**src/crcpf_pkg.sv**
```systemverilog
// Package for the CRC-32 packet framer: widths, register indexes, the job
// record handed from the accumulator to the serializer, and the CRC byte update.
// No dependencies.
package crcpf_pkg;

  localparam int PAYLOAD_LEN = 11;
  localparam int POS_W       = 4;
  localparam logic [31:0] CRC_POLY = 32'hEDB8_8320;
  localparam logic [31:0] CRC_INIT = 32'hFFFF_FFFF;

  typedef logic [7:0] byte_t;
  typedef logic [1:0] cfg_index_t;

  localparam cfg_index_t CFG_START_MARKER = 2'd0;
  localparam cfg_index_t CFG_END_MARKER   = 2'd1;
  localparam cfg_index_t CFG_CRC_OFFSET   = 2'd2;

  localparam byte_t START_MARKER_RST = 8'd75;
  localparam byte_t END_MARKER_RST   = 8'd85;
  localparam byte_t CRC_OFFSET_RST   = 8'd48;

  // Everything the serializer needs to emit the words of one input word.
  typedef struct packed {
    logic        first;
    logic        last;
    byte_t       data;
    byte_t       sum;
    logic [31:0] crc;   // final value, already inverted
  } job_t;

  // Reflected CRC-32, one byte.
  function automatic logic [31:0] crc_feed(logic [31:0] crc, byte_t b);
    logic [31:0] c;
    c = crc ^ {24'd0, b};
    for (int k = 0; k < 8; k++) begin
      if (c[0]) c = (c >> 1) ^ CRC_POLY;
      else      c = c >> 1;
    end
    return c;
  endfunction

endpackage

```
**src/crcpf_if.sv**
```systemverilog
// Handshake interfaces of the framer: payload input, frame output, config writes.
// Depends on crcpf_pkg.
interface byte_in_if;
  import crcpf_pkg::*;
  logic  valid;
  logic  ready;
  byte_t payload_byte;
  modport source (output valid, output payload_byte, input ready);
  modport sink (input valid, input payload_byte, output ready);
endinterface

interface frame_out_if;
  import crcpf_pkg::*;
  logic  valid;
  logic  ready;
  byte_t frame_byte;
  logic  frame_end;
  modport source (output valid, output frame_byte, output frame_end, input ready);
  modport sink (input valid, input frame_byte, input frame_end, output ready);
endinterface

interface cfg_if;
  import crcpf_pkg::*;
  logic       valid;
  logic       ready;
  cfg_index_t index;
  byte_t      data;
  modport source (output valid, output index, output data, input ready);
  modport sink (input valid, input index, input data, output ready);
endinterface

```
**src/crcpf_accum.sv**
```systemverilog
// Input side of the framer: frame position, additive sum and running CRC.
// Builds one job record per accepted word. Depends on crcpf_pkg, crcpf_if.
module crcpf_accum (
  input  logic             clk,
  input  logic             rst,
  byte_in_if.sink          byte_in,
  input  crcpf_pkg::byte_t crc_offset,
  input  logic             job_ready,
  output logic             take,
  output crcpf_pkg::job_t  job
);
  import crcpf_pkg::*;

  logic [POS_W-1:0] pos;
  byte_t            sum;
  logic [31:0]      crc;

  logic [POS_W:0]   pos_inc;
  logic             last;
  byte_t            sum_next;
  logic [31:0]      crc_next;

  assign byte_in.ready = job_ready;
  assign take          = byte_in.valid && job_ready;

  assign pos_inc  = {1'b0, pos} + (POS_W+1)'(1);
  assign last     = pos_inc >= (POS_W+1)'(PAYLOAD_LEN);
  assign sum_next = sum + byte_in.payload_byte;
  assign crc_next = crc_feed(crc, byte_in.payload_byte + crc_offset);

  always_comb begin
    job.first = (pos == '0);
    job.last  = last;
    job.data  = byte_in.payload_byte;
    job.sum   = sum_next;
    job.crc   = ~crc_next;
  end

  always_ff @(posedge clk) begin
    if (rst) begin
      pos <= '0;
      sum <= '0;
      crc <= CRC_INIT;
    end else if (take) begin
      if (last) begin
        pos <= '0;
        sum <= '0;
        crc <= CRC_INIT;
      end else begin
        pos <= pos_inc[POS_W-1:0];
        sum <= sum_next;
        crc <= crc_next;
      end
    end
  end

  a_pos_range: assert property (@(posedge clk) disable iff (rst)
    {1'b0, pos} < (POS_W+1)'(PAYLOAD_LEN))
    else $error("frame position out of range");

  a_frame_restart: assert property (@(posedge clk) disable iff (rst)
    take && last |=> pos == '0 && sum == '0 && crc == CRC_INIT)
    else $error("state not cleared after last word of frame");

  a_pos_advance: assert property (@(posedge clk) disable iff (rst)
    take && !last |=> pos == $past(pos) + POS_W'(1))
    else $error("frame position did not advance");

endmodule

```
**src/crcpf_serializer.sv**
```systemverilog
// Output side of the framer: holds one job and sends its words one per cycle
// unless stalled, via the output register. Depends on crcpf_pkg, crcpf_if.
module crcpf_serializer (
  input  logic             clk,
  input  logic             rst,
  input  logic             take,
  input  crcpf_pkg::job_t  job_in,
  input  crcpf_pkg::byte_t start_marker,
  input  crcpf_pkg::byte_t end_marker,
  output logic             job_ready,
  frame_out_if.source      frame_out
);
  import crcpf_pkg::*;

  typedef enum logic [2:0] {
    ST_START, ST_DATA, ST_SUM, ST_CRC0, ST_CRC1, ST_CRC2, ST_CRC3, ST_END
  } step_t;

  step_t step, step_next;
  job_t  job;
  logic  job_valid;
  logic  out_valid;
  byte_t out_byte;
  logic  out_end;

  logic  load_out;
  logic  final_step;
  byte_t byte_sel;

  assign frame_out.valid      = out_valid;
  assign frame_out.frame_byte = out_byte;
  assign frame_out.frame_end  = out_end;

  assign load_out   = job_valid && (!out_valid || frame_out.ready);
  assign final_step = (step == ST_END) || (step == ST_DATA && !job.last);
  assign job_ready  = !job_valid || (load_out && final_step);

  always_comb begin
    unique case (step)
      ST_START: begin byte_sel = start_marker; step_next = ST_DATA; end
      ST_DATA:  begin byte_sel = job.data;     step_next = ST_SUM;  end
      ST_SUM:   begin byte_sel = job.sum;      step_next = ST_CRC0; end
      ST_CRC0:  begin byte_sel = job.crc[7:0];   step_next = ST_CRC1; end
      ST_CRC1:  begin byte_sel = job.crc[15:8];  step_next = ST_CRC2; end
      ST_CRC2:  begin byte_sel = job.crc[23:16]; step_next = ST_CRC3; end
      ST_CRC3:  begin byte_sel = job.crc[31:24]; step_next = ST_END;  end
      ST_END:   begin byte_sel = end_marker;   step_next = ST_START; end
      default:  begin byte_sel = job.data;     step_next = ST_START; end
    endcase
  end

  always_ff @(posedge clk) begin
    if (rst) begin
      job_valid <= 1'b0;
      out_valid <= 1'b0;
      step      <= ST_START;
    end else begin
      if (load_out) begin
        out_valid <= 1'b1;
        out_byte  <= byte_sel;
        out_end   <= (step == ST_END);
      end else if (frame_out.ready) begin
        out_valid <= 1'b0;
      end
      // a new job may land in the same cycle the old one sends its final word
      if (take) begin
        job       <= job_in;
        job_valid <= 1'b1;
        step      <= job_in.first ? ST_START : ST_DATA;
      end else if (load_out) begin
        if (final_step) job_valid <= 1'b0;
        else            step      <= step_next;
      end
    end
  end

  a_release_on_send: assert property (@(posedge clk) disable iff (rst)
    $fell(job_valid) |-> $past(load_out) && $past(final_step))
    else $error("job dropped without sending its final word");

  a_trailer_needs_last: assert property (@(posedge clk) disable iff (rst)
    job_valid && step != ST_START && step != ST_DATA |-> job.last)
    else $error("trailer words on a job that does not end the frame");

  a_start_needs_first: assert property (@(posedge clk) disable iff (rst)
    job_valid && step == ST_START |-> job.first)
    else $error("start marker on a job that does not open the frame");

endmodule

```
**src/crc32_checksum_packet_framer.sv**
```systemverilog
// Top level of the CRC-32 packet framer: config registers, accumulator and
// serializer. Depends on crcpf_pkg, crcpf_if, crcpf_accum, crcpf_serializer.
//
//  channel    dir  payload                 word accepted when
//  byte_in    in   payload_byte[7:0]       byte_in.valid & byte_in.ready
//  frame_out  out  frame_byte[7:0], end    frame_out.valid & frame_out.ready
//  cfg        in   index[1:0], data[7:0]   cfg.valid & cfg.ready (always ready)
//
// One frame word leaves per cycle unless the output stalls; an input word is
// taken when the job register is free or sends its final word. Each yields
// its data word; the first adds the start marker, the last the checksum, CRC
// bytes and end marker. Output stalls back up into byte_in.ready.
// Reset (rst, synchronous) restores the marker and offset defaults and starts a
// new frame.
module crc32_checksum_packet_framer (
  input  logic        clk,
  input  logic        rst,
  byte_in_if.sink     byte_in,
  frame_out_if.source frame_out,
  cfg_if.sink         cfg
);
  import crcpf_pkg::*;

  byte_t start_marker;
  byte_t end_marker;
  byte_t crc_offset;

  logic  job_ready;
  logic  take;
  job_t  job;

  assign cfg.ready = 1'b1;

  always_ff @(posedge clk) begin
    if (rst) begin
      start_marker <= START_MARKER_RST;
      end_marker   <= END_MARKER_RST;
      crc_offset   <= CRC_OFFSET_RST;
    end else if (cfg.valid) begin
      unique case (cfg.index)
        CFG_START_MARKER: start_marker <= cfg.data;
        CFG_END_MARKER:   end_marker   <= cfg.data;
        CFG_CRC_OFFSET:   crc_offset   <= cfg.data;
        default: ;  // unknown index: ignored
      endcase
    end
  end

  crcpf_accum u_accum (
    .clk        (clk),
    .rst        (rst),
    .byte_in    (byte_in),
    .crc_offset (crc_offset),
    .job_ready  (job_ready),
    .take       (take),
    .job        (job)
  );

  crcpf_serializer u_serializer (
    .clk          (clk),
    .rst          (rst),
    .take         (take),
    .job_in       (job),
    .start_marker (start_marker),
    .end_marker   (end_marker),
    .job_ready    (job_ready),
    .frame_out    (frame_out)
  );

endmodule

```
**src/flat_wrapper.sv**
```systemverilog
// flat-port wrapper written by rule: the top's interface ports become plain ports
module crc32_checksum_packet_framer_flat import crcpf_pkg::*;
  (clk, rst, byte_in_valid, byte_in_payload_byte, byte_in_ready, frame_out_valid, frame_out_frame_byte, frame_out_frame_end, frame_out_ready, cfg_valid, cfg_index, cfg_data, cfg_ready);
  byte_in_if byte_in_i ();
  frame_out_if frame_out_i ();
  cfg_if cfg_i ();
  input  logic clk;
  input  logic rst;
  input wire logic [$bits(byte_in_i.valid)-1:0] byte_in_valid;
  input wire logic [$bits(byte_in_i.payload_byte)-1:0] byte_in_payload_byte;
  output wire logic [$bits(byte_in_i.ready)-1:0] byte_in_ready;
  output wire logic [$bits(frame_out_i.valid)-1:0] frame_out_valid;
  output wire logic [$bits(frame_out_i.frame_byte)-1:0] frame_out_frame_byte;
  output wire logic [$bits(frame_out_i.frame_end)-1:0] frame_out_frame_end;
  input wire logic [$bits(frame_out_i.ready)-1:0] frame_out_ready;
  input wire logic [$bits(cfg_i.valid)-1:0] cfg_valid;
  input wire logic [$bits(cfg_i.index)-1:0] cfg_index;
  input wire logic [$bits(cfg_i.data)-1:0] cfg_data;
  output wire logic [$bits(cfg_i.ready)-1:0] cfg_ready;
  assign byte_in_i.valid = byte_in_valid;
  assign byte_in_i.payload_byte = byte_in_payload_byte;
  assign byte_in_ready = byte_in_i.ready;
  assign frame_out_valid = frame_out_i.valid;
  assign frame_out_frame_byte = frame_out_i.frame_byte;
  assign frame_out_frame_end = frame_out_i.frame_end;
  assign frame_out_i.ready = frame_out_ready;
  assign cfg_i.valid = cfg_valid;
  assign cfg_i.index = cfg_index;
  assign cfg_i.data = cfg_data;
  assign cfg_ready = cfg_i.ready;
  crc32_checksum_packet_framer u_core (.clk(clk), .rst(rst), .byte_in(byte_in_i), .frame_out(frame_out_i), .cfg(cfg_i));
endmodule
```
**config.mk**
```make
export PLATFORM = sky130hd
export DESIGN_NAME = crc32_checksum_packet_framer_flat
export DESIGN_NICKNAME = d
export VERILOG_FILES = /design/src/crcpf_pkg.sv /design/src/crcpf_if.sv /design/src/crcpf_accum.sv /design/src/crcpf_serializer.sv /design/src/crc32_checksum_packet_framer.sv /design/src/flat_wrapper.sv
export SDC_FILE = /design/constraint.sdc
export NUM_CORES = 1
export LEC_CHECK = 0
export BUFFER_PORTS_ARGS = -buffer_cell sky130_fd_sc_hd__buf_2
export CORE_ASPECT_RATIO = 1.5
export CORE_MARGIN = 3
export CORE_UTILIZATION = 50
export CTS_BUF_LIST = sky130_fd_sc_hd__clkbuf_4
export CTS_CLUSTER_SIZE = 40
export DETAILED_ROUTE_END_ITERATION = 12
export GPL_TIMING_DRIVEN = 0
export PLACE_DENSITY = 0.68
export SLEW_MARGIN = 20
export SYNTH_ARGS = -nofsm -noshare
export SYNTH_HDL_FRONTEND = slang
export SYNTH_SLANG_ARGS = --single-unit
```
**constraint.sdc**
```tcl
create_clock -name clk -period 4.9 [get_ports clk]
set_clock_uncertainty 0.2 [all_clocks]
set_input_delay 0.735 -clock clk [delete_from_list [all_inputs] [get_ports clk]]
set_output_delay 0.735 -clock clk [all_outputs]
set_load 0.05 [all_outputs]
```
Word-level counts from Yosys, hierarchy flattened
Cells that the tools add are included.

operators by class
  reductions and logical operators = 23
  equality and inequality tests = 10
  bitwise logic cells = 11
  $add $sub $neg = 3
  mux-type cells = 22
  $lt $le $gt $ge = 1

operators by type and width
  cell                   number
  $mux W32               9
  $not A13 Y14           8
  $pmux W8 S8            1
  $not A32 Y32           1
  $xor A32 B8 Y32        1
  $pmux W3 S8            1
  $add A8 B8 Y8          2
  $reduce_and A2 Y1      7
  $eq A3 B3 Y1 const B   4
  $mux W3                3
  $mux W8                1
  $eq A3 B2 Y1 const B   2
  $mux W1                6
  $reduce_bool A2 Y1     3
  $add A4 B1 Y5 const B  1
  $ge A5 B4 Y1 const B   1
  $logic_and A1 B1 Y1    4
  $logic_not A4 Y1       1
  $mux W4                1
  $eq A3 B1 Y1 const B   1
  $logic_not A1 Y1       3
  $logic_not A3 Y1       1
  $logic_or A1 B1 Y1     3
  $eq A2 B1 Y1 const B   1
  4 further kinds        4

storage, ports and cells
  input port bits = 23
  output and inout bits = 12
  logic and storage cells = 85
  flip-flop bits (word level) = 131

Depth between registers and ports, before layout
  depth in word-level cells = 19
  depth in mapped cells = 10
  mapped depth without buffers = 10

Hierarchy
From an unflattened synthesis, not the netlist that was laid out.

second synthesis, totals
  cell total of the unflattened synthesis = 626
  area total of the unflattened synthesis = 6,760.2 sq um

by module, submodules not included
  module                        area each (sq um)  times used  cells each  seq. area each (sq um)
  crcpf_accum                   3,100.5            1           338         880.8
  crcpf_serializer              2,650.0            1           187         1,841.8
  crc32_checksum_packet_framer  1,009.7            1           101         480.5

Worst setup path after synthesis
Ideal clock, no wire load.

  kind = input to register
  from = input port frame_out_ready
  to = register u_core.u_serializer.job[0] (netlist name) (enable)
  setup time = 0.456 ns
  buffers on the path = 0
  required time = 4.244 ns
  arrival time = 3.273 ns
  cell stages on the path = 4
  path slack = 0.971 ns
  cell sequence = nand2b_1 > o211ai_1 > a21o_1 > nor2_1

between the ends
  longest elaborated chain between the ends = 6

ends and longest elaborated chain
  item                         RTL line                source
  start: declaration           flat_wrapper.sv:15      input wire logic [$bits(frame_out_i.ready)-1:0] frame_out_ready;
  $logic_or A1 B1 Y1           crcpf_serializer.sv:34  assign load_out = job_valid && (!out_valid || frame_out.ready);
  $logic_and A1 B1 Y1          crcpf_serializer.sv:34
  $logic_and A1 B1 Y1          crcpf_serializer.sv:36  assign job_ready = !job_valid || (load_out && final_step);
  $logic_or A1 B1 Y1           crcpf_serializer.sv:36
  $logic_and A1 B1 Y1          crcpf_accum.sv:24       assign take = byte_in.valid && job_ready;
  $reduce_and A2 Y1 (no line)  n/a
  end signal: assignment       crcpf_serializer.sv:67  job <= job_in;
  end: declaration             crcpf_serializer.sv:20  job_t job;

No other way between the ends.
A chain may end at the register's enable or synchronous reset.

==> impl_metrics.csv <==
group,metric,value,unit
clocking,cts_root_buffer,"clkbuf_4",
timing,maximum_operating_frequency,303,MHz
logic_synthesis,synth_enable_flop_cells,58,
logic_synthesis,synth-seq-area-share,50.4,%
grt,grt.overflow.total,0,
logic_synthesis,dominantRegCellSynth,"dfxtp_1",
critical_path,data_arrival_time_of_the_critical_path,3.55,ns
grt,grt_max_degree,31,
route,post_drt_wl_per_cell,19.1,um
flow_run,maxCapViolations,0,
placed_design,hpwlAfterDp,11.7,mm
timing,final.min_clock_period,3.30,ns
route,detail-route-antenna-nets,0,
timing,report.final.slew_viol_count,0,
route,drt-vias-per-instance,5.52,
route,detail_route.first_pass.iterations,5,
floorplanning,floorplan.initialDensity,52.0,%
logic_synthesis,yosysWarningCount,0,
logic_synthesis,async_reset_ff_share,0,%
clocking,htree_num_levels,4,
critical_path,worstSetupStartpointType,"register",
floorplanning,floorplan.io_pins,35,
clocking,cts_made_buffers,17,
cells_and_area,layout-area-overhead-vs-synth,10.3,%
critical_path,crit_type,"register to register",
logic_synthesis,synth_area,6350,um2
cells_and_area,drive_above_1_share,16.5,%
clocking,clk_latency,0.54,ns
cells_and_area,antenna_cells_inserted,0,
critical_path,crit_chain,"clkbuf_1 -> inv_1 -> ha_1 -> nor2b_1 -> o31ai_1 -> a211oi_1 -> nor3_1 -> clkbuf_1 -> o21ai_0 -> a21boi_0",
clocking,ctsLongestPathBuffers,2,
route,number_of_remaining_drc_errors,0,
timing,final.setup.tns,0,ns
placed_design,routability_congestion_estimate_from_global_placement,0.896,
grt,grtUsageTotal,22.0,%
timing,slew_headroom,47.9,%
min_path,min-delay-path-class,"input pin to register",
timing,period_share,67.3,%
floorplanning,core.rowCount,49,
grt,first_global_vias,4317,
timing,rsz0062_at_grt,"no",
clocking,cts-hold-fix-buffers,0,
power,power.leakage,2.66,nW
floorplanning,die-width,98.0,um
critical_path,timing.critical_path.required,5.16,ns
placed_design,io_buffer_count,32,
route,detailedRoute.firstIterationViolations,268,
route,route.vias.total,4292,
logic_synthesis,mappedNetlistNets,602,
logic_synthesis,post_synth.cell_area_avg,11.3,um2
critical_path,timing.critical_path.slowest_cell_delay,0.63,ns
critical_path,path_max_fanout,10,
power,total_power_density_per_cell_area,592,nW/um2
logic_synthesis,netlist_instances,560,
timing,finalHoldViolations,0,
logic_synthesis,netlist-cell-type-count,62,
timing,setup_viol,0,
critical_path,critPathMostFrequentCell,"clkbuf_1",
timing,fin_hold_ws,0.235,ns
grt,number_of_antenna_violations_at_the_first_check_in_global_routing,0,
clocking,cts_setup_buffers,0,
cells_and_area,finish.instance_area,7000,um2
clocking,tritoncts_clock_tree,"built",
route,routed_wirelength,14.8,mm
outcome,run_status,"completed",
cells_and_area,nets,654,
power,power,4.15,mW
critical_path,slowest_stage,"nor3_1",
critical_path,setup.worst_path.end_class,"register",
floorplanning,die_h,144,um
timing,tightestPinTransition,0.777,ns
floorplanning,fp.coreArea,12200,um2
floorplanning,die_outline_area,14100,um2
clocking,clkSlewWorstSetupHoldPaths,0.11,ns
power,power.ir.vdd_worst,0.000280,V
logic_synthesis,ffs_latches_synth,131,
clocking,cts_resized,0,
placed_design,postPlaceCellArea,6730,um2
grt,grt_pass1_wl,23.4,mm
clocking,tritoncts_num_sinks,131,
## metrics by stage
stage / instances / setup slack (ns) / util [%]
6_report: 778 / 1.60 / 57.4
5_1_grt: 778 / 1.24 / 57.4
4_1_cts: 778 / 1.58 / 57.4
3_5_place_dp: 746 / 1.03 / 55.2
3_3_place_gp: 745 / 0.168 / 54.9
2_1_floorplan: 560 / 0.971 / -
## critical path, delay by kind of cell, from the launching register on
| family | cells | cell delay [ns] |
|---|---|---|
| buffers and inverters | 3 | 0.87 |
| and+or+nand+nor | 2 | 0.76 |
| AOI/OAI and AO/OA | 4 | 0.73 |
| DFF | 1 | 0.35 |
| adders and majority gates | 1 | 0.32 |
## cells in the mapped netlist, drive strengths merged (3+ instances only)
master  number  share of area [%]
dfxtp       73                 23
nor2        67                4.0
edfxtp      58                 27
xnor2       53                8.7
a21oi       51                4.1
xor2        27                4.3
nand2       24                1.4
inv         21                1.2
clkbuf      19                1.1
ha          17                3.3
mux2i       12                1.9
o21ai       10               0.79
a221oi       9                1.8
a22o         9                1.2
mux4         8                2.8
nand2b       8               0.79
nor2b        8               0.79
buf          7               0.51
mux2         7                1.2
nand3        7               0.63
a211o        6               0.83
a21o         6               0.71
nor3         6               0.47
nand3b       5               0.59
a211oi       3               0.35
and2         3               0.30
## flip-flops by register name (all words and copies together), names as in the netlist
signal and cells:
u_core.crc_offset 8, u_core.end_marker 8, u_core.start_marker 8, u_core.u_accum.crc 32, u_core.u_accum.pos 4, u_core.u_accum.sum 8, u_core.u_serializer.frame_out.frame_byte 8, u_core.u_serializer.frame_out.frame_end 1
u_core.u_serializer.frame_out.valid 1, u_core.u_serializer.job 49, u_core.u_serializer.job_valid 1, u_core.u_serializer.step 3
## routing by layer
| layer | GRT usage [%] | part of all wire [%] | vias to the layer above |
|---|---|---|---|
| met5 | 0 | 0 | - |
| met4 | 9.92 | 3.7 | 0 |
| met3 | 4.44 | 3.9 | 33 |
| met2 | 40.1 | 53 | 98 |
| met1 | 24.9 | 40 | 2086 |
| li1 | - | - | 2075 |
## power by group
part / total, mW / switching (mW) / internal [mW]
Sequential: 1.65 / 0.112 / 1.54
Clock: 0.715 / 0.407 / 0.308
Combinational: 1.78 / 1.02 / 0.762
## cell usage in the layout (no fill, tap or decap), types with 4 or more instances in the layout
cell type,n
dfxtp_1,73
nor2_1,66
edfxtp_1,58
a21oi_1,49
xnor2_1,46
buf_2,34
nand2_1,24
xor2_1,24
inv_1,21
clkbuf_1,19
clkbuf_4,18
ha_1,17
mux2i_1,12
o21ai_0,10
a22o_1,9
mux4_2,8
nor2b_1,8
nand2b_1,8
mux2_2,7
a221oi_1,7
a21o_1,6
nand3_1,6
a211o_1,6
nor3_1,5
nand3b_1,5
buf_1,4
xnor2_2,4
inv_4,4
## final cells by class
type	count	area, um2
Fill cell	1059	5200
Sequential cell	131	3200
Multi-Input combinational cell	382	2980
Tap cell	153	191
Timing Repair Buffer	33	180
Clock buffer	18	135
Clock inverter	14	134
Buffer	26	104
Inverter	21	78.8
## logic make-up (layout without fill, tap and decap cells)
family	Yosys count	in the layout	share of synthesized area [%]
flops	131	131	50.4
xor+xnor	84	84	14.4
other cells	1	1	0.0591
compound gates	112	112	12.0
simple gates	139	139	10.2
buf+inv	47	112	2.88
fa+ha+maj	19	19	3.98
mux	27	27	5.97
## final timing paths
kind	depth (start not counted)	to	slack, ns	from
max	10	u_core.u_accum.sum[7]	1.60	u_core.u_accum.pos[0]
min	1	u_core.u_serializer.job[46]	0.24	byte_in_payload_byte[6]
max reg2reg	10	u_core.u_accum.sum[7]	1.60	u_core.u_accum.pos[0]
min reg2reg	2	u_core.end_marker[1]	0.27	u_core.end_marker[1]
Power figures use the tool's default switching activity.
